### config.mk
export PLATFORM = sky130hd
export DESIGN_NAME = bmpd_queue
export DESIGN_NICKNAME = d
export VERILOG_FILES = /design/src/hdl/bmpd_pkg.sv /design/src/hdl/bmpd_queue.sv
export SDC_FILE = /design/constraint.sdc
export NUM_CORES = 1
export LEC_CHECK = 0
export BUFFER_PORTS_ARGS = -buffer_cell sky130_fd_sc_hd__buf_4
export CELL_PAD_IN_SITES_DETAIL_PLACEMENT = 0
export CELL_PAD_IN_SITES_GLOBAL_PLACEMENT = 1
export CORE_UTILIZATION = 54
export DETAILED_ROUTE_END_ITERATION = 6
export HOLD_SLACK_MARGIN = 0.05
export PLACE_DENSITY_LB_ADDON = 0.2
export SYNTH_ARGS = -nofsm -noshare
export SYNTH_HDL_FRONTEND = slang
export SYNTH_SLANG_ARGS = --single-unit
export TNS_END_PERCENT = 1
### constraint.sdc
create_clock -name clk -period 7.9 [get_ports clk]
set_clock_uncertainty 0.05 [all_clocks]
set_input_delay 0.79 -clock clk [delete_from_list [all_inputs] [get_ports clk]]
set_output_delay 0.79 -clock clk [all_outputs]
set_load 0.01 [all_outputs]
### src/hdl/bmpd_pkg.sv
// Shared types, codes and constants of the BMP pixel stream decoder.
`default_nettype none
package bmpd_pkg;
	localparam int MAX_WIDTH_DEF     = 4096;
	localparam int MAX_HEIGHT_DEF    = 4096;
	localparam int PALETTE_DEPTH     = 256;
	localparam int PAL_AW            = $clog2(PALETTE_DEPTH);
	localparam int QUEUE_DEPTH       = 4;
	localparam logic [15:0] BMP_MAGIC = 16'h4d42;
	localparam logic [31:0] HEADER_BYTES = 32'd54;
	localparam logic [32:0] PAL_START_BASE = 33'd14;

	localparam logic [1:0] ST_PIXEL  = 2'd0;
	localparam logic [1:0] ST_MAGIC  = 2'd1;
	localparam logic [1:0] ST_COMP   = 2'd2;
	localparam logic [1:0] ST_FORMAT = 2'd3;

	typedef struct packed {
		logic [7:0] file_byte;
		logic       first_byte;
	} byte_in_t;

	typedef struct packed {
		logic [7:0]  red;
		logic [7:0]  green;
		logic [7:0]  blue;
		logic [12:0] image_width;
		logic [12:0] image_height;
		logic [1:0]  status;
		logic        last_pixel;
	} pixel_out_t;

	typedef struct packed {
		logic              wr_en;
		logic [PAL_AW-1:0] wr_addr;
		logic [1:0]        wr_lane;
		logic [7:0]        wr_data;
		logic              res_en;
		logic              lookup;
		logic [23:0]       rgb;
		logic [12:0]       width;
		logic [12:0]       height;
		logic [1:0]        status;
		logic              last;
	} op_t;
endpackage
`default_nettype wire

### src/hdl/bmpd_queue.sv
// Short queue of decoded operations between the parser and the pixel output stage.
`default_nettype none
module bmpd_queue (
	input  wire logic          clk,
	input  wire logic          arst_n,
	input  wire logic          push,
	input  wire bmpd_pkg::op_t push_data,
	output logic               full,
	input  wire logic          pop,
	output logic               avail,
	output bmpd_pkg::op_t      head
);
	localparam int AW = $clog2(bmpd_pkg::QUEUE_DEPTH);

	bmpd_pkg::op_t slot_q [bmpd_pkg::QUEUE_DEPTH];
	logic [AW-1:0] wp_q, rp_q;
	logic [AW:0]   cnt_q;

	assign full  = cnt_q == (AW + 1)'(bmpd_pkg::QUEUE_DEPTH);
	assign avail = cnt_q != '0;
	assign head  = slot_q[rp_q];

	always_ff @(posedge clk) begin
		if (push)
			slot_q[wp_q] <= push_data;
	end

	always_ff @(posedge clk or negedge arst_n) begin
		if (!arst_n) begin
			wp_q <= '0;
			rp_q <= '0;
			cnt_q <= '0;
		end else begin
			if (push)
				wp_q <= wp_q + AW'(1);
			if (pop)
				rp_q <= rp_q + AW'(1);
			cnt_q <= cnt_q + (AW + 1)'(push) - (AW + 1)'(pop);
		end
	end
endmodule
`default_nettype wire

**Word level (Yosys, flattened, before mapping)**

Memory sizes are Yosys's and may differ from the RTL's.
Index checks and enable logic that the tools add are counted.

- Register bits after elaboration: 7
- Memory bits (writable): 296
- Input bits: 78
- Output and inout bits: 76
- Word-level logic and storage cells: 12
- Memories kept: 1

- $add $sub $neg: 4
- Eq/ne operators: 1
- Muxes and demuxes: 2
- Reduce and logical (&&, ||, !) cells: 1

Memory list:

| name | depth | bits a word | rd ports | clocked after Yosys merged registers in | write ports | line | RTL |
|---|---|---|---|---|---|---|---|
| slot_q | 4 | 74 | 1 | 0 | 1 | bmpd_queue.sv:15 | `bmpd_pkg::op_t slot_q [bmpd_pkg::QUEUE_DEPTH];` |

Operators by type and width:

| kind | number |
|---|---|
| adder 2 x 1 -> 2 bit (second input constant) | 2 |
| adder 3 x 1 -> 3 bit | 1 |
| equality test 3 bit (second input constant) | 1 |
| nonzero test 3 bit | 1 |
| subtractor 3 x 1 -> 3 bit | 1 |
| two-way mux 1 bit | 2 |

**Longest topological paths before layout**

- Depth in word-level cells: 2
- Mapped depth: 6

**Worst setup path after synthesis**

No wires, ideal clock.

- Path kind: in2reg
- From: input port push
- To: memory slot_q[0][0] in the netlist's numbering, enable pin
- Arrival: 2.519 ns
- Data required time: 7.410 ns
- Path slack: 4.891 ns
- Stages: 1
- Cell sequence: and2_1

- Word-level cells in the longest chain between the ends: 2

Ends and longest elaborated chain:

| item | line | RTL |
|---|---|---|
| start, declared | bmpd_queue.sv:6 | `input wire logic push,` |
| two-way mux 1 bit | bmpd_queue.sv:24 | `if (push)` |
| two-way mux 1 bit (implied by the code) | bmpd_queue.sv:25 | `slot_q[wp_q] <= push_data;` |
| end, declared | bmpd_queue.sv:15 |  |

No other way between the ends.

==> impl_results.md <==
- Top cell type's share of synthesized area: approximately 80%
- Initial antenna violation count: 0
- Multi-input logic area: roughly 1900 µm²
- Placer Congestion: roughly 0.7
- Wire length of the first global-routing pass: about 30000 µm
- Syn avg cell area: about 26 µm²
- Syn Std Cell Area: between 10000 and 15000 µm²
- GRT Residual Overflow: 0
- Synth area leader: edfxtp_1
- TritonCTS clock tree: yes
- Unique cell type count in the Yosys netlist: 18
- Largest net degree at the start of global routing: between 70 and 80
- Critical path data arrival time: around 3100 ps
- Crit. Startpoint: rp_q[0]$_DFFE_PN0P_
- Initial core utilization: 54.92%
- Core Area: around 20000 µm²
- Gr usage total: about a fifth
- Clk pin slew, worst setup/hold paths: about 60 ps
- Pre-CTS setup slack: 4426 ps
- Drt wl/cell: roughly 22 µm
- 1st-iter DRT viols: roughly 250
- Max Freq: roughly 260 MHz
- Post-CTS Setup Inserts: 0
- Via-per-instance ratio: 5.506
- RSZ-0062 raised after global routing: no
- Leak Pwr: roughly 4.7 nW
- CTS root buffer: clkbuf_16
- Cts repair resizes: 0
- Pwr per Cell Area: approximately 380 nW/µm²
- Final core occ: between 60 and 70%
- Worst-margin pin slew: 1148 ps
- Final WL: between 15000 and 20000 µm
- Num CTS Buffers: 31
- Antenna Cells: 0
- Sequential fraction of the synthesis area: about four fifths
- Row count: 52
- Crit-path max FO: between 40 and 50
- HPWL after detailed placement: 11180 µm
- Die Area: between 20000 and 25000 µm²
- Final min period: approximately 3900 ps
- Final Hold Viols: 0
- Number of global-route vias before repair: approximately 5400
- Hold buffers post-CTS: 1
- Syn-to-layout area delta: 21.44%
- Startpoint of the worst hold path: pop
- Startpoint types: flop
- FILL cells: around 1300
- Yosys warns: 0
- Die width: 145.5 µm
- Clock latency on the worst-skew pair: 530 ps
- WS Path Type: flop to output port
- CP endpoint kind: output port
- Status: complete, no violations
- Die height: 145.5 µm
- Placed inst area: 12480 µm²
- Fin nets: between 600 and 700
- Max-Cap Viols: 0
- Remaining DRCs: 0
- 1st-pass router iterations: 6
- Boundary pin count: roughly 150
- Fin. max-slew vios: 0
- Routed vias: 4900
- Hold crit path type: input pin to flop
- Share of layout cells above drive strength 1: 45.97%
- Required time worst endpoint: slightly above 7000 ps
- Worst vdd ir: 0.2319 mV
- Port bufs: ~150
- Final setup violation count: 0
- ANT nets after route: 0
- Number of synthesized register bits: about 300
- Syn_nets: slightly above 500
- TNS Setup: 0 ps
- Htree depth: 1
- Reg-to-Reg Start: wp_q[0]$_DFFE_PN0P_
- Setup WS post-layout: 3981 ps
- TritonCTS Sinks: about 300
- Synth area leaders: edfxtp_1 80%, mux4_2 15%, dfrtp_1 1.6%, buf_12 0.90%, ha_1 0.68%
- Slew headroom: between 20% and 30%
- Mapped Cells: about 420
- Design Area, Final: 13500 µm²
- Period utilization: 49.60%
- Deepest clock path buffer count: 3
- Register area: 9071 µm²
[cells by family (layout without fill, tap and decap cells)]
group | after synthesis | count (layout) | share of synthesized area, %
xor+xnor | 5 | 5 | 0.3941
fa+ha+maj | 7 | 7 | 0.8557
simple gates | 8 | 8 | 0.4054
compound gates | 1 | 1 | 0.04499
flops | 303 | 303 | 81.56
mux | 74 | 74 | 15.00
buf+inv | 23 | 222 | 1.745
[path summary, 6_finish.rpt]
path                       cells past startpoint                 endpoint  slack [ps]
min in group asynchronous                      2       cnt_q[0]$_DFF_PN0_         580
max in group asynchronous                      2      rp_q[0]$_DFFE_PN0P_        7080
setup / recovery                               3                  head[5]        3980
hold / removal                                 2      rp_q[0]$_DFFE_PN0P_         400
setup reg to reg                               4  slot_q[0][40]$_DFFE_PP_        5670
hold reg to reg                                1      wp_q[0]$_DFFE_PN0P_         490
[cell usage after synthesis]
master	number
edfxtp_1	296
mux4_2	74
dfrtp_1	7
buf_2	6
ha_1	6
inv_1	6
buf_12	5
and2_1	4
buf_4	3
xor2_1	3
clkbuf_1	2
nand2_1	2
xnor2_1	2
and3_1	1
buf_6	1
fa_1	1
o21ai_0	1
or3_1	1
[state kept, by name (all words and copies together), names as in the netlist]
name and count:
cnt_q 3, rp_q 2, slot_q 296, wp_q 2
[layout make-up]
class	instances	area share, %
clock buffer	35	5.859
clock inverter	22	1.567
inverter	6	0.1669
multi-input combinational	95	13.82
sequential	303	67.22
tap	270	2.503
timing repair buffer	159	8.863
[critical path, cell delays in order (launching register included)]
cell and delay, ps:
dfrtp_4 1030, buf_4 680, mux4_2 600, buf_4 160
[layer usage]
layer / vias to the layer above / wire length (µm) / GRT usage [%] / part of all wire [%]
met5: - / 0 / 0 / 0
met2: 133 / 9957 / 32.16 / 52
met1: 2575 / 7920 / 24.46 / 41
met4: 0 / 359 / 5.895 / 1.9
met3: 32 / 933 / 3.386 / 4.9
li1: 2160 / - / - / -
[cell usage in the layout, fill, tap and decap left out, drive strengths merged]
cell type	count
and3	1
xnor2	2
inv	6
buf	158
edfxtp	296
fa	1
nand2	2
clkinv	16
ha	6
xor2	3
dlygate4sd3	1
mux4	74
or3	1
bufinv	4
o21ai	1
dfrtp	7
clkbuf	35
clkinvlp	2
and2	4
[per-stage QoR]
stage | hold slack (ps) | power (mW) | std cells
global route | 380.3 | 5.318 | 890
global placement | 456.5 | 3.731 | 832
CTS | 368.3 | 5.172 | 890
detailed placement | 482.8 | 3.762 | 832
floorplan | 441.4 | 3.172 | 421
finish | 396.2 | 5.098 | 890
[power breakdown]
part / switching (mW) / leakage [nW] / internal [mW] / total [mW]
clock: 0.567 / 0.492 / 0.846 / 1.41
sequential: 0.220 / 2.80 / 2.11 / 2.33
combinational: 0.602 / 1.37 / 0.757 / 1.36
(Power assumes the default switching activity.)
