## src/hdl/bmpd_pkg.sv

```systemverilog
// Shared types, codes and constants of the BMP pixel stream decoder.
`default_nettype none
package bmpd_pkg;
	localparam int MAX_WIDTH_DEF     = 4096;
	localparam int MAX_HEIGHT_DEF    = 4096;
	localparam int PALETTE_DEPTH     = 256;
	localparam int PAL_AW            = $clog2(PALETTE_DEPTH);
	localparam int QUEUE_DEPTH       = 4;
	localparam logic [15:0] BMP_MAGIC = 16'h4d42;
	localparam logic [31:0] HEADER_BYTES = 32'd54;
	localparam logic [32:0] PAL_START_BASE = 33'd14;

	localparam logic [1:0] ST_PIXEL  = 2'd0;
	localparam logic [1:0] ST_MAGIC  = 2'd1;
	localparam logic [1:0] ST_COMP   = 2'd2;
	localparam logic [1:0] ST_FORMAT = 2'd3;

	typedef struct packed {
		logic [7:0] file_byte;
		logic       first_byte;
	} byte_in_t;

	typedef struct packed {
		logic [7:0]  red;
		logic [7:0]  green;
		logic [7:0]  blue;
		logic [12:0] image_width;
		logic [12:0] image_height;
		logic [1:0]  status;
		logic        last_pixel;
	} pixel_out_t;

	typedef struct packed {
		logic              wr_en;
		logic [PAL_AW-1:0] wr_addr;
		logic [1:0]        wr_lane;
		logic [7:0]        wr_data;
		logic              res_en;
		logic              lookup;
		logic [23:0]       rgb;
		logic [12:0]       width;
		logic [12:0]       height;
		logic [1:0]        status;
		logic              last;
	} op_t;
endpackage
`default_nettype wire

```

## src/hdl/bmpd_front.sv

```systemverilog
// Header parser and byte classifier that turns file bytes into palette writes and results.
`default_nettype none
module bmpd_front #(
	parameter int MAX_WIDTH  = bmpd_pkg::MAX_WIDTH_DEF,
	parameter int MAX_HEIGHT = bmpd_pkg::MAX_HEIGHT_DEF
) (
	input  wire logic              clk,
	input  wire logic              arst_n,
	input  wire logic              src_valid,
	output logic                   src_stall,
	input  wire bmpd_pkg::byte_in_t src_data,
	output logic                   op_push,
	output bmpd_pkg::op_t          op_data,
	input  wire logic              op_full
);
	localparam int CW = $clog2(MAX_WIDTH + 1);
	localparam int RW = $clog2(MAX_HEIGHT + 1);
	localparam logic [2:0] PH_HEADER = 3'd0;
	localparam logic [2:0] PH_SKIP   = 3'd1;
	localparam logic [2:0] PH_PIXEL  = 3'd2;
	localparam logic [2:0] PH_PAD    = 3'd3;
	localparam logic [2:0] PH_DONE   = 3'd4;
	localparam logic [32:0] PAL_START_BASE_C = bmpd_pkg::PAL_START_BASE;

	logic [31:0] pos_q, pdo_q, ihs_q, wst_q, hst_q, comp_q, colors_q;
	logic [15:0] bpp_q;
	logic [7:0]  magic_lo_q;
	logic [2:0]  phase_q, phase_c, phase_n;
	logic [2:0]  cpp_q, cpp_n;
	logic [1:0]  pad_row_q, pad_row_n, pad_q, pad_n, comp_cnt_q, comp_cnt_n;
	logic [23:0] part_q, part_n, part_ins;
	logic [CW-1:0] col_q, col_n, col_inc;
	logic [RW-1:0] row_q, row_n, row_inc;
	logic [31:0] pos_c;
	logic [32:0] pal_diff;
	logic [7:0]  b;
	logic        accept, res_en, lookup, last;
	logic [1:0]  status;
	logic [23:0] rgb;
	logic        dim_bad;
	logic [2:0]  cpp_d;
	logic [1:0]  rowmod;

	assign b      = src_data.file_byte;
	assign accept = src_valid && !op_full;
	assign src_stall = op_full;
	assign phase_c = src_data.first_byte ? PH_HEADER : phase_q;
	assign pos_c   = src_data.first_byte ? 32'd0 : pos_q;
	assign pal_diff = {1'b0, pos_c} - (PAL_START_BASE_C + {1'b0, ihs_q});

	assign col_inc = col_q + CW'(1);
	assign row_inc = row_q + RW'(1);

	always_comb begin
		dim_bad = wst_q[31] || hst_q[31] || (wst_q > 32'(MAX_WIDTH)) ||
			(hst_q > 32'(MAX_HEIGHT));
		if (bpp_q == 16'd24)
			cpp_d = 3'd3;
		else if (bpp_q == 16'd32)
			cpp_d = 3'd4;
		else if (bpp_q == 16'd8 && colors_q == 32'd256)
			cpp_d = 3'd1;
		else
			cpp_d = 3'd0;
		case (cpp_d)
			3'd1:    rowmod = wst_q[1:0];
			3'd3:    rowmod = 2'(wst_q[1:0] * 2'd3);
			default: rowmod = 2'd0;
		endcase
	end

	always_comb begin
		phase_n = phase_c;
		cpp_n = cpp_q;
		pad_row_n = pad_row_q;
		pad_n = pad_q;
		comp_cnt_n = comp_cnt_q;
		part_n = part_q;
		col_n = col_q;
		row_n = row_q;
		res_en = 1'b0;
		lookup = 1'b0;
		last = 1'b0;
		status = bmpd_pkg::ST_PIXEL;
		rgb = 24'd0;
		part_ins = part_q;
		case (comp_cnt_q)
			2'd0:    part_ins[7:0] = b;
			2'd1:    part_ins[15:8] = b;
			2'd2:    part_ins[23:16] = b;
			default: part_ins = part_q;
		endcase
		unique case (phase_c) inside
			PH_HEADER: begin
				if (pos_c == 32'd1 && {b, magic_lo_q} != bmpd_pkg::BMP_MAGIC) begin
					res_en = 1'b1;
					status = bmpd_pkg::ST_MAGIC;
					phase_n = PH_DONE;
				end else if (pos_c == bmpd_pkg::HEADER_BYTES - 32'd1) begin
					phase_n = PH_DONE;
					if (dim_bad || cpp_d == 3'd0) begin
						res_en = 1'b1;
						status = bmpd_pkg::ST_FORMAT;
					end else if (comp_q != 32'd0 && cpp_d != 3'd4) begin
						res_en = 1'b1;
						status = bmpd_pkg::ST_COMP;
					end else if (pdo_q < bmpd_pkg::HEADER_BYTES) begin
						res_en = 1'b1;
						status = bmpd_pkg::ST_FORMAT;
					end else if (wst_q != 32'd0 && hst_q != 32'd0) begin
						phase_n = PH_SKIP;
						cpp_n = cpp_d;
						pad_row_n = 2'(-rowmod);
						col_n = '0;
						row_n = '0;
						comp_cnt_n = 2'd0;
						part_n = 24'd0;
					end
				end
			end
			PH_SKIP, PH_PIXEL: begin
				if (phase_c == PH_PIXEL || pos_c == pdo_q) begin
					phase_n = PH_PIXEL;
					if (cpp_q == 3'd1) begin
						res_en = 1'b1;
						lookup = 1'b1;
						rgb = {16'd0, b};
					end else if ({1'b0, comp_cnt_q} + 3'd1 < cpp_q) begin
						part_n = part_ins;
						comp_cnt_n = comp_cnt_q + 2'd1;
					end else begin
						res_en = 1'b1;
						rgb = part_ins;
						part_n = 24'd0;
						comp_cnt_n = 2'd0;
					end
					if (res_en) begin
						last = (32'(col_inc) == wst_q) && (32'(row_inc) == hst_q);
						col_n = col_inc;
						if (32'(col_inc) >= wst_q) begin
							col_n = '0;
							row_n = row_inc;
							if (32'(row_inc) >= hst_q)
								phase_n = PH_DONE;
							else if (pad_row_q != 2'd0) begin
								pad_n = pad_row_q;
								phase_n = PH_PAD;
							end
						end
					end
				end
			end
			PH_PAD: begin
				if (pad_q != 2'd0)
					pad_n = pad_q - 2'd1;
				if (pad_q <= 2'd1)
					phase_n = PH_PIXEL;
			end
			default: phase_n = phase_c;
		endcase
	end

	always_comb begin
		op_data = '0;
		op_data.wr_en = (pos_c >= 32'd18) && !pal_diff[32] && (pal_diff[31:10] == '0) &&
			(pal_diff[1:0] != 2'd3);
		op_data.wr_addr = pal_diff[9:2];
		op_data.wr_lane = pal_diff[1:0];
		op_data.wr_data = b;
		op_data.res_en = res_en;
		op_data.lookup = lookup;
		op_data.rgb = rgb;
		op_data.status = status;
		op_data.last = last;
		op_data.width = (status == bmpd_pkg::ST_PIXEL) ? wst_q[12:0] : 13'd0;
		op_data.height = (status == bmpd_pkg::ST_PIXEL) ? hst_q[12:0] : 13'd0;
		op_push = accept && (op_data.wr_en || res_en);
	end

	always_ff @(posedge clk or negedge arst_n) begin
		if (!arst_n) begin
			pos_q <= '0; pdo_q <= '0; ihs_q <= '0; wst_q <= '0; hst_q <= '0;
			comp_q <= '0; colors_q <= '0; bpp_q <= '0; magic_lo_q <= '0;
			phase_q <= PH_HEADER; cpp_q <= '0; pad_row_q <= '0; pad_q <= '0;
			comp_cnt_q <= '0; part_q <= '0; col_q <= '0; row_q <= '0;
		end else if (accept) begin
			if (src_data.first_byte) begin
				pdo_q <= '0; ihs_q <= '0; wst_q <= '0; hst_q <= '0;
				comp_q <= '0; colors_q <= '0; bpp_q <= '0;
			end
			pos_q <= (pos_c == 32'hFFFF_FFFF) ? pos_c : pos_c + 32'd1;
			phase_q <= phase_n;
			cpp_q <= cpp_n;
			pad_row_q <= pad_row_n;
			pad_q <= pad_n;
			comp_cnt_q <= comp_cnt_n;
			part_q <= part_n;
			col_q <= col_n;
			row_q <= row_n;
			if (phase_c == PH_HEADER && pos_c[31:6] == '0) begin
				case (pos_c[5:0])
					6'd0:  magic_lo_q <= b;
					6'd10: pdo_q[7:0] <= b;
					6'd11: pdo_q[15:8] <= b;
					6'd12: pdo_q[23:16] <= b;
					6'd13: pdo_q[31:24] <= b;
					6'd14: ihs_q[7:0] <= b;
					6'd15: ihs_q[15:8] <= b;
					6'd16: ihs_q[23:16] <= b;
					6'd17: ihs_q[31:24] <= b;
					6'd18: wst_q[7:0] <= b;
					6'd19: wst_q[15:8] <= b;
					6'd20: wst_q[23:16] <= b;
					6'd21: wst_q[31:24] <= b;
					6'd22: hst_q[7:0] <= b;
					6'd23: hst_q[15:8] <= b;
					6'd24: hst_q[23:16] <= b;
					6'd25: hst_q[31:24] <= b;
					6'd28: bpp_q[7:0] <= b;
					6'd29: bpp_q[15:8] <= b;
					6'd30: comp_q[7:0] <= b;
					6'd31: comp_q[15:8] <= b;
					6'd32: comp_q[23:16] <= b;
					6'd33: comp_q[31:24] <= b;
					6'd46: colors_q[7:0] <= b;
					6'd47: colors_q[15:8] <= b;
					6'd48: colors_q[23:16] <= b;
					6'd49: colors_q[31:24] <= b;
					default: ;
				endcase
			end
		end
	end
endmodule
`default_nettype wire

```

## config.mk

```make
export PLATFORM = sky130hd
export DESIGN_NAME = bmpd_front
export DESIGN_NICKNAME = d
export VERILOG_FILES = /design/src/hdl/bmpd_pkg.sv /design/src/hdl/bmpd_front.sv
export SDC_FILE = /design/constraint.sdc
export NUM_CORES = 1
export LEC_CHECK = 0
export BUFFER_PORTS_ARGS = -buffer_cell sky130_fd_sc_hd__buf_2
export CAP_MARGIN = 25
export CELL_PAD_IN_SITES_DETAIL_PLACEMENT = 1
export CELL_PAD_IN_SITES_GLOBAL_PLACEMENT = 1
export CORE_MARGIN = 2
export CORE_UTILIZATION = 53
export CTS_CLUSTER_SIZE = 30
export DETAILED_ROUTE_END_ITERATION = 8
export PLACE_DENSITY = 0.94
export SETUP_SLACK_MARGIN = 0.4
export SLEW_MARGIN = 20
export SYNTH_ARGS = -nofsm -noshare
export SYNTH_HDL_FRONTEND = slang
export SYNTH_SLANG_ARGS = --single-unit
```

## constraint.sdc

```tcl
create_clock -name clk -period 7.8 [get_ports clk]
set_clock_uncertainty 0.05 [all_clocks]
set_input_delay 0 -clock clk [delete_from_list [all_inputs] [get_ports clk]]
set_output_delay 0 -clock clk [all_outputs]
set_load 0.01 [all_outputs]
```

Word level (Yosys, flattened, before mapping)
Index checks and enable logic that the tools add are counted.
{ "word_totals": {"register_bits": 310, "input_bits": 13, "output_inout_bits": 76, "word_cells": 272} }
{ "op_classes": {"addsub": 9, "multipliers": 1, "n_lt_le_gt_ge": 8, "eq_ne": 60, "mux": 133, "n_bitwise": 4, "n_reduce_logical": 40} }
{ "op_table": {"columns": ["op", "n"], "rows": [
  ["32-bit 2-to-1 mux", 14],
  ["24-bit 2-to-1 mux", 13],
  ["8-bit 2-to-1 mux", 29],
  ["13-bit 2-to-1 mux", 14],
  ["32-bit nonzero test", 3],
  ["6-bit by 5-bit equality test with 1-bit output (second input constant)", 14],
  ["13-bit by 32-bit equality test with 1-bit output", 2],
  ["13-bit by 32-bit greater-or-equal comparator with 1-bit output", 2],
  ["32-bit by 13-bit greater-than comparator with 1-bit output (second input constant)", 2],
  ["13-bit case mux with 2 select lines", 2],
  ["24-bit case mux with 2 select lines", 1],
  ["2-bit 2-to-1 mux", 21],
  ["3-bit 2-to-1 mux", 14],
  ["6-bit by 4-bit equality test with 1-bit output (second input constant)", 6],
  ["6-bit equality test (second input constant)", 6],
  ["4-bit by 32-bit adder with 33-bit output (first input constant)", 1],
  ["32-bit by 33-bit subtractor with 33-bit output", 1],
  ["32-bit by 1-bit adder with 32-bit output (second input constant)", 1],
  ["32-bit by 1-bit equality test with 1-bit output (second input constant)", 1],
  ["32-bit equality test", 1],
  ["32-bit equality test (second input constant)", 1],
  ["32-bit by 6-bit equality test with 1-bit output (second input constant)", 1],
  ["32-bit by 9-bit equality test with 1-bit output (second input constant)", 1],
  ["32-bit by 5-bit greater-or-equal comparator with 1-bit output (second input constant)", 1],
  ["40 further kinds", 103]
]} }

Logic depth before layout (Yosys ltp)
Gate-level depths: netlist of the first run.
{ "logic_depth": {"word_depth": 14, "mapped_depth": 19, "mapped_depth_nobuf": 16} }

Worst setup path after synthesis of the first run
Ideal clock, no wire load.
{ "synth_path": {"path_type": "in2out", "from": "input src_data[0] (netlist bit)", "to": "output op_push", "t_arrival_ns": 4.272, "required_time_ns": 7.750, "setup_slack_ns": 3.478, "cell_stages": 19, "n_path_buf": 5, "cell_sequence": "clkbuf_1 > clkbuf_1 > clkbuf_1 > buf_1 > nor2_1 > inv_1 > ha_1 > inv_1 > ha_1 > clkbuf_1 > nor2_1 > o31a_1 > or2_2 > a2111oi_0 > o21ai_0 > a2111oi_0 > nand4_1 > nor4_1 > o31a_1"} }
{ "synth_lines": {"columns": ["item", "line", "text"], "rows": [
  ["from (decl)", "bmpd_front.sv:11", "input wire bmpd_pkg::byte_in_t src_data,"],
  ["to (decl)", "bmpd_front.sv:12", "output logic op_push,"]
]} }

Final worst setup path of the first run
{ "layout_path": {"from": "register pos_q[3]", "to": "output op_push"} }
{ "layout_between": {"elab_chain_len": 8, "word_cells_on_any_way": 19, "cone_classes": "add/sub (1); order compare (1); eq/ne (3); mux (5); reduce/logical (9)"} }
{ "layout_lines": {"columns": ["item", "line", "text"], "rows": [
  ["from (decl)", "bmpd_front.sv:25", "logic [31:0] pos_q, pdo_q, ihs_q, wst_q, hst_q, comp_q, colors_q;"],
  ["from (signal assigned)", "bmpd_front.sv:191", "pos_q <= (pos_c == 32'hFFFF_FFFF) ? pos_c : pos_c + 32'd1;"],
  ["32-bit 2-to-1 mux *", "bmpd_front.sv:48", "assign pos_c = src_data.first_byte ? 32'd0 : pos_q;"],
  ["branches (longest 5 deep; another with 32-bit by 33-bit subtractor with 33-bit output)", null, null],
  ["1-bit logical OR *", "bmpd_front.sv:177", "op_push = accept && (op_data.wr_en || res_en);"],
  ["1-bit logical AND *", "bmpd_front.sv:177", null]
]} }
Every way passes the cells marked *.

==> flow_summary.json, run 1 <==
{
  "drt-total-wl_mm": 68.1,
  "switchingPower_mw": 1.39,
  "gr-usage-met2_pct": 63.0,
  "dr.pass1.iters": 5,
  "crit_arrival_ns": 5.52,
  "slew_headroom_pct": 28.7,
  "p_clk_share_pct": 39.7,
  "grt_pass1_wl_mm": 107,
  "maxSlewViolCount": 0,
  "area_growth_pct": 10.2,
  "sequentialPowerShare_pct": 40.4,
  "coreArea_um2": 34500,
  "crit_type": "flop to output port",
  "dp_hpwl_mm": 45.1,
  "syn_area_per_cell_um2": 9.38,
  "ff2ff_path_depth": 16,
  "start_util_pct": 53.9,
  "p_int_mw": 2.99,
  "vdd_ir_drop_max_v": 0.000227,
  "yosys.area.top_type_share_pct": 41.7,
  "powerDensity_nw_per_um2": 214,
  "ys_seq_elements": 310,
  "min_period_ns": 5.57,
  "cts_resized": 0,
  "cp_max_fo": 14,
  "nFillCells": 3929,
  "yosysUniqueCellTypes": 72,
  "htree_levels": 2,
  "rsz0062_at_grt": "no",
  "clk_latency_ns": 0.57,
  "drv_cap": 0,
  "synth_area_um2": 18600,
  "yosysWarnings": 0,
  "grt_max_degree": 188,
  "yosysSeqAreaShare_pct": 41.7,
  "async_reset_ff_share_pct": 100,
  "cts_root_buffer": "clkbuf_16",
  "sw_frac_of_total_pct": 31.7,
  "path_clk_slew_ns": 0.06,
  "antenna_found_initial": 1,
  "grt_pass1_vias": 18700,
  "outcome": "complete, no violations",
  "drtIter0Drc": 1502,
  "setup_violations": 0,
  "synth_area_leaders": "dfrtp_1, a22o_1, ha_1",
  "r2r_end": "pad_q[0]",
  "fp-row-count": 68,
  "final_util_pct": 59.4,
  "ios": 89,
  "cts_setup_buffers": 0,
  "worst_slack_ns": 2.23,
  "cts_tree": "done",
  "fin_area_um2": 20500,
  "postCtsHoldBufs": 1,
  "vias": 17200,
  "placed_cell_area_um2": 19300,
  "grt_usage_pct": 37.7,
  "rrSetupSlack_ns": 3.18,
  "cts.sinks": 310,
  "critPathLaunchType": "flop",
  "drc": 0,
  "syn_nets": 2101,
  "crit_start": "pos_q[3]",
  "cts_max_path_buffers": 3,
  "worstHoldPathType": "input pin to asynchronous set/reset pin",
  "grt_remaining_overflow": 0,
  "worstPathRequired_ns": 7.75,
  "p_comb_share_pct": 19.9,
  "synth-edff-count": 0,
  "synth_cells": 1984,
  "portBuffers": 88,
  "avgRoutedWirePerCell_um": 27.3,
  "endpoint_kind": "output port",
  "vias_per_cell": 6.91,
  "endpoint": "op_push",
  "power_mw": 4.39,
  "worst_pin_slew_ns": 1.06,
  "leakage_nw": 9.72,
  "tns_ns": 0,
  "diodes": 0,
  "met3_usage_pct": 7.05,
  "fin_nets": 2129,
  "post-place-ws_ns": 2.93,
  "r2r-start": "row_q[2]",
  "yosysTopAreaCell": "dfrtp_1",
  "gr-max-usage-layer": "met2",
  "die_x_um": 191,
  "die_area_um2": 36600,
  "die_h_um": 191,
  "use_met1_pct": 46.2,
  "gp_congestion": 0.952,
  "hold_viol": 0,
  "synth_ff_type": "dfrtp_1",
  "fmax_mhz": 180,
  "numCtsBuffers": 36,
  "ant_nets": 0,
  "drive_gt1_share_pct": 9.81,
  "period_share_pct": 71.4
}
==> power by group through the flow <==
stage | logic (mW) | registers (mW) | clock network, mW
2_1_floorplan | 0.565 | 1.76 | 0
3_3_place_gp | 0.761 | 1.78 | 0
3_5_place_dp | 0.827 | 1.79 | 0
4_1_cts | 0.853 | 1.77 | 1.75
5_1_grt | 0.941 | 1.78 | 1.81
6_report | 0.872 | 1.77 | 1.74
==> Yosys cell counts (all sizes together) (4+ instances only) <==
library cell	count
o22ai	6
nor2b	20
nand4	42
nor4b	5
o2bb2ai	4
nand3b	7
or2	5
nor2	167
nor4	52
and2	9
nand2b	16
a2111oi	6
inv	128
a21oi	55
a22o	233
xnor2	53
ha	103
and4	4
or3	17
o32ai	6
nand2	169
nand4b	5
dfrtp	310
mux2	17
or4	4
a31o	6
o21ai	85
buf	23
o211ai	8
and3	25
o31ai	9
o21a	11
nand3	54
nor3b	4
clkbuf	97
a31oi	22
a211oi	10
nor4bb	14
o31a	4
nor3	46
xor2	31
a21o	26
mux2i	43
==> state kept, by name, indices dropped and copies added (netlist names) <==
signal,cells
magic_lo_q,8
pos_q,32
row_q,13
col_q,13
bpp_q,16
comp_cnt_q,2
comp_q,32
phase_q,3
part_q,24
wst_q,32
pad_q,2
ihs_q,32
cpp_q,3
hst_q,32
pad_row_q,2
colors_q,32
pdo_q,32
==> logic make-up (layout without fill, tap and decap cells) <==
family	Yosys count	count (layout)	synth area share, %
adder cells (fa/ha/maj)	104	104	7.03
AND/OR/NAND/NOR	666	666	18.0
flip-flops	310	310	41.7
XOR/XNOR	84	84	3.95
multiplexers	60	60	3.34
buffers and inverters	250	305	5.41
AO/OA/AOI/OAI	510	510	20.6
==> critical path, cell delays in order (launching register included) <==
cell and delay [ns]:
dfrtp_1 0.65, nor2b_1 0.43, ha_1 0.33, ha_1 0.28
a211oi_1 0.41, o21ai_1 0.21, a22oi_1 0.50, a2111oi_0 0.26
or3_1 0.39, a2111oi_0 0.55, nand4_1 0.14, nor4_1 0.51
o31a_1 0.18, buf_2 0.12
==> per-layer routing <==
layer | wire [um] | vias to the layer above
met5 | 0 | -
met4 | 3560 | 0
li1 | - | 7290
met1 | 26300 | 8764
met2 | 32800 | 908
met3 | 5510 | 277
==> cell type report <==
| class | count | area [um^2] | area share (%) |
|---|---|---|---|
| multi-input cells | 1424 | 9870 | 48.1 |
| clock inverters | 15 | 188 | 0.915 |
| flip-flops and latches | 310 | 7760 | 37.8 |
| clock buffers | 50 | 993 | 4.84 |
| repair buffers | 110 | 652 | 3.18 |
| well taps | 455 | 569 | 2.78 |
| inverters | 130 | 488 | 2.38 |
==> layout by cell type (no fill, tap or decap), drive strengths merged, types with 42 or more instances in the layout <==
cell,synthesis,final
nor2,167,167
nor4,52,52
dfrtp,310,310
a22o,233,233
ha,103,103
nand3,54,54
inv,128,130
xnor2,53,53
nand2,169,169
clkbuf,97,50
mux2i,43,43
a21oi,55,55
buf,23,109
o21ai,85,85
nor3,46,46
nand4,42,42
==> through the flow <==
step	cells	hold WS [ns]
5_1_grt	2494	0.120
6_report	2494	0.0572
3_5_place_dp	2425	0.0924
3_3_place_gp	2424	0.0791
2_1_floorplan	1984	-0.346
4_1_cts	2491	0.0746
==> how the worst min path moves through the flow <==
| stage | slack [ns] | cells past startpoint | end |
|---|---|---|---|
| after floorplan | -0.35 | 0 | bpp_q[0] |
| after global placement | 0.08 | 1 | part_q[19] |
| after detailed placement | 0.09 | 1 | part_q[14] |
| after CTS | 0.07 | 5 | phase_q[0] |
| after global routing | 0.12 | 3 | hst_q[16] |
| final | 0.06 | 2 | part_q[14] |
Power figures use the tool's default switching activity.
==> run 2, diff against run 1 <==
Settings changed: CORE_UTILIZATION 53 to 49, PLACE_DENSITY 0.94 to 0.88.
Clock period 7.8 ns to 5.5 ns, I/O delays scaled along.
==> flow_summary.json, run 2 (synthesized netlist as in run 1, its figures left out) <==
{
  "final_cell_mix": "dfrtp_1, a22o_1, nand2_1",
  "sequentialPowerShare_pct": 40.0,
  "p_comb_share_pct": 19.7,
  "drt-total-wl_mm": 64.2,
  "gp_congestion": 0.967,
  "switchingPower_mw": 1.94,
  "final_cells": 2558,
  "cts_max_path_buffers": 3,
  "start_util_pct": 49.5,
  "tns_ns": 0,
  "crit_buf_inv": 2,
  "dr.pass1.iters": 5,
  "coreArea_um2": 37600,
  "final_util_pct": 55.1,
  "rrSetupSlack_ns": 1.05,
  "worstPathRequired_ns": 5.45,
  "numCtsBuffers": 37,
  "area_growth_pct": 11.3,
  "drv_cap": 0,
  "avgRoutedWirePerCell_um": 25.1,
  "crit_start": "pos_q[5]",
  "leakage_nw": 9.78,
  "slew_headroom_pct": 29.5,
  "die_x_um": 199,
  "slowest_stage": "dfrtp_2",
  "cts_root_buffer": "clkbuf_16",
  "path_cells": "nand2_1 -> ha_1 -> inv_1 -> ha_1 -> o211ai_1 -> o21ai_1 -> a22oi_2 -> a2111oi_1 -> o21ai_0 -> a2111oi_1 -> nand4_1 -> nor4_2 -> o31a_1 -> buf_2",
  "grt_remaining_overflow": 0,
  "fin_nets": 2139,
  "clk_latency_ns": 0.57,
  "powerDensity_nw_per_um2": 302,
  "cts.sinks": 310,
  "diodes": 0,
  "setup_violations": 0,
  "p_clk_share_pct": 40.3,
  "min_period_ns": 4.88,
  "maxSlewViolCount": 0,
  "period_share_pct": 88.8,
  "dp_hpwl_mm": 43.8,
  "p_int_mw": 4.32,
  "layout_commonest_cell": "dfrtp_1",
  "grt_max_degree": 110,
  "critPathLaunchType": "flop",
  "fmax_mhz": 205,
  "drive_gt1_share_pct": 10.4,
  "r2r_end": "pad_q[0]",
  "crit_arrival_ns": 4.83,
  "htree_levels": 2,
  "power_mw": 6.26,
  "cp_max_fo": 13,
  "die_h_um": 199,
  "worstHoldPathType": "input pin to asynchronous set/reset pin",
  "rsz0062_at_grt": "no",
  "path_clk_slew_ns": 0.06,
  "cts_setup_buffers": 0,
  "vdd_ir_drop_max_v": 0.000235,
  "drtIter0Drc": 1240,
  "placed_cell_area_um2": 19400,
  "critPathMaxStageDelay_ns": 0.52,
  "endpoint_kind": "output port",
  "die_area_um2": 39600,
  "timing.critical_path.depth": 14,
  "grt_usage_pct": 32.7,
  "fp-row-count": 71,
  "fin_area_um2": 20700,
  "sw_frac_of_total_pct": 31.0,
  "vias_per_cell": 6.54,
  "endpoint": "op_push",
  "drc": 0,
  "worst_slack_ns": 0.618,
  "worst_pin_slew_ns": 1.05,
  "ant_nets": 0,
  "antenna_found_initial": 0,
  "grt_pass1_vias": 17500,
  "nFillCells": 4215,
  "post-place-ws_ns": 0.643,
  "dp.cells": 2486,
  "cts_tree": "done",
  "vias": 16700,
  "grt_pass1_wl_mm": 99.9,
  "ios": 89,
  "portBuffers": 88,
  "r2r-start": "row_q[2]",
  "crit_type": "flop to output port",
  "crit_family": "compound AO/OA/AOI/OAI gates",
  "outcome": "complete, no violations",
  "hold_viol": 0,
  "ff2ff_path_depth": 16,
  "fin_hold_ws_ns": 0.0121
}
-- run 2: cell count changes in the layout (fill, tap and decap cells not counted), sizes merged --
cell         delta
dlygate4sd3     +3
clkinv          -2
clkbuf          +4
buf             +6
inv             -1
clkinvlp        -2
-- run 2: layer usage --
metal  vias to the layer above  wire (um)  GRT usage, %
li1                       7318          -             -
met1                      8543      27200          43.1
met2                       680      30000          52.4
met3                       177       4660          7.38
met4                         0       2360          12.5
met5                         -          0             0
-- run 2: how the worst min path moves through the flow --
stage	end	slack [ns]	depth (start not counted)	start
final	part_q[21]	0.01	2	arst_n
after global routing	pos_q[29]	0.05	4	src_data[0]
after CTS	pos_q[29]	0.007	4	src_data[0]
after detailed placement	part_q[21]	0.08	1	arst_n
after global placement	part_q[22]	0.05	1	arst_n
after floorplan	bpp_q[0]	-0.35	0	arst_n
-- run 2: cell type report --
class / count / area [um^2] / share of cell area, %
inverters: 130 / 488 / 2.36
well taps: 511 / 639 / 3.09
flip-flops and latches: 310 / 7760 / 37.5
clock inverters: 10 / 154 / 0.743
clock buffers: 54 / 1060 / 5.12
multi-input cells: 1424 / 9890 / 47.7
repair buffers: 119 / 726 / 3.50
-- run 2: power by group through the flow --
stage          registers (mW)  logic [mW]  clock network [mW]
2_1_floorplan            2.50       0.801                   0
3_3_place_gp             2.53        1.09                   0
3_5_place_dp             2.54        1.16                   0
4_1_cts                  2.50        1.21                2.54
5_1_grt                  2.52        1.34                2.63
6_report                 2.51        1.23                2.52
-- run 2: what timing repair did --
item / in CTS / in global routing
hold endpoints to repair: 109 / 0
hold buffers: 4 / 0
resized for setup: 2 / 7
setup endpoints to repair: 2 / 2
==> run 3, diff against run 2 <==
Settings changed: CORE_UTILIZATION 49 to 53, CTS_CLUSTER_DIAMETER set to 40, PLACE_DENSITY 0.88 to 0.94.
Clock period 5.5 ns to 5.7 ns, I/O delays scaled along.
==> flow_summary.json, run 3 (synthesized netlist as in run 1, its figures left out) <==
{
  "outcome": "finished with violations",
  "violations": "design-rule violations, max-capacitance violations",
  "cts_tree": "done",
  "gp_congestion": 0.975,
  "avgRoutedWirePerCell_um": 30.2,
  "vias": 18300,
  "crit_type": "flop to output port",
  "cp_max_fo": 13,
  "worst_pin_slew_ns": 1.46,
  "nFillCells": 3838,
  "drc": 24,
  "clk_latency_ns": 0.62,
  "vias_per_cell": 7.26,
  "critPathLaunchType": "flop",
  "area_growth_pct": 13.3,
  "grt_usage_pct": 40.2,
  "rsz0062_at_grt": "no",
  "portBuffers": 88,
  "endpoint_kind": "output port",
  "die_x_um": 191,
  "numCtsBuffers": 47,
  "cts_max_path_buffers": 3,
  "slew_headroom_pct": 1.49,
  "die_area_um2": 36600,
  "seq_area_um2": 7760,
  "vdd_ir_drop_max_v": 0.000302,
  "setup_violations": 0,
  "multi_input_area_um2": 9910,
  "cts_root_buffer": "clkbuf_16",
  "coreArea_um2": 34500,
  "drtIter0Drc": 2581,
  "ios": 89,
  "start_util_pct": 53.9,
  "worstHoldPathType": "input pin to flop",
  "path_clk_slew_ns": 0.08,
  "grt_pass1_wl_mm": 113,
  "leakage_nw": 9.99,
  "drv_cap": 1,
  "diodes": 0,
  "dp_hpwl_mm": 44.3,
  "grt_max_degree": 182,
  "final_cell_mix": "dfrtp_1, a22o_1, nand2_1",
  "worstPathRequired_ns": 5.65,
  "layout_commonest_cell": "dfrtp_1",
  "grt_pass1_vias": 19300,
  "fmax_mhz": 198,
  "drt-total-wl_mm": 76.1,
  "min_period_ns": 5.06,
  "drive_gt1_share_pct": 11.6,
  "htree_levels": 2,
  "maxSlewViolCount": 0,
  "powerDensity_nw_per_um2": 323,
  "cts.sinks": 310,
  "fp-row-count": 68,
  "final_util_pct": 61.0,
  "crit_arrival_ns": 5.01,
  "hold_viol": 0,
  "dr.pass1.iters": 9,
  "period_share_pct": 88.8,
  "grt_remaining_overflow": 0,
  "antenna_found_initial": 3,
  "die_h_um": 191,
  "tns_ns": 0,
  "ant_nets": 0,
  "fin_nets": 2147
}
[run 3: worst paths after layout]
path                       cells past startpoint  slack (ns)         from       endpoint
hold reg to reg                                1        0.45    part_q[1]      part_q[1]
setup reg to reg                               9        0.83     pos_q[6]      ihs_q[18]
setup / recovery                              14        0.64     pos_q[5]        op_push
max in group asynchronous                      4        3.88       arst_n  magic_lo_q[4]
hold / removal                                 3        0.07  src_data[7]      hst_q[22]
min in group asynchronous                      3        0.35       arst_n      pos_q[30]
[run 3: metal layers]
layer  up-vias  GRT usage [%]  share of wire [%]
met1      8959           47.9                 36
met4         4           23.3                7.6
met2      1441           64.2                 45
li1       7345              -                  -
met5         -              0              0.043
met3       536           12.5                 11
[run 3: area by class of cell]
type	count	area share (%)
Multi-Input combinational cell	1424	47.0
Sequential cell	310	36.8
Clock buffer	51	5.79
Timing Repair Buffer	117	3.38
Tap cell	455	2.70
Inverter	130	2.31
Clock inverter	33	2.01
[run 3: through the flow]
step | cells | hold WS (ns) | power [mW] | instance area (um^2) | setup WS [ns]
3_5_place_dp | 2427 | 0.108 | 3.58 | 19300 | 0.929
2_1_floorplan | 1984 | -0.346 | 3.18 | 18600 | 1.38
4_1_cts | 2515 | 0.0423 | 6.70 | 21000 | 0.435
6_report | 2520 | 0.0683 | 6.82 | 21100 | 0.638
3_3_place_gp | 2426 | 0.0863 | 3.48 | 19300 | 1.19
5_1_grt | 2520 | 0.0653 | 7.00 | 21100 | 0.451
[run 3: worst max-delay path, cell delays in order, from the launching register on]
cell       delay [ns]
dfrtp_1          0.64
nand2_1          0.37
ha_1             0.40
inv_1            0.05
ha_1             0.36
a21oi_1          0.27
o21ai_2          0.15
a22oi_2          0.36
a2111oi_2        0.14
or3_1            0.36
a2111oi_0        0.44
nand4_1          0.23
nor4_4           0.32
o31a_1           0.18
buf_2            0.13
[run 3: what timing repair did]
action | 4_1_cts | 5_1_grt
endpoints found under the setup margin | 2 | 2
buffers inserted | 0 | 0
hold endpoints to repair | 136 | 30
gates resized for setup | 2 | 11
hold buffers | 4 | 1
[run 3: report_power, final]
| part | leakage [nW] | switching [mW] | internal (mW) | total [mW] |
|---|---|---|---|---|
| clock | 0.797 | 1.30 | 1.83 | 3.13 |
| sequential | 4.27 | 0.127 | 2.30 | 2.43 |
| combinational | 4.93 | 0.825 | 0.434 | 1.26 |
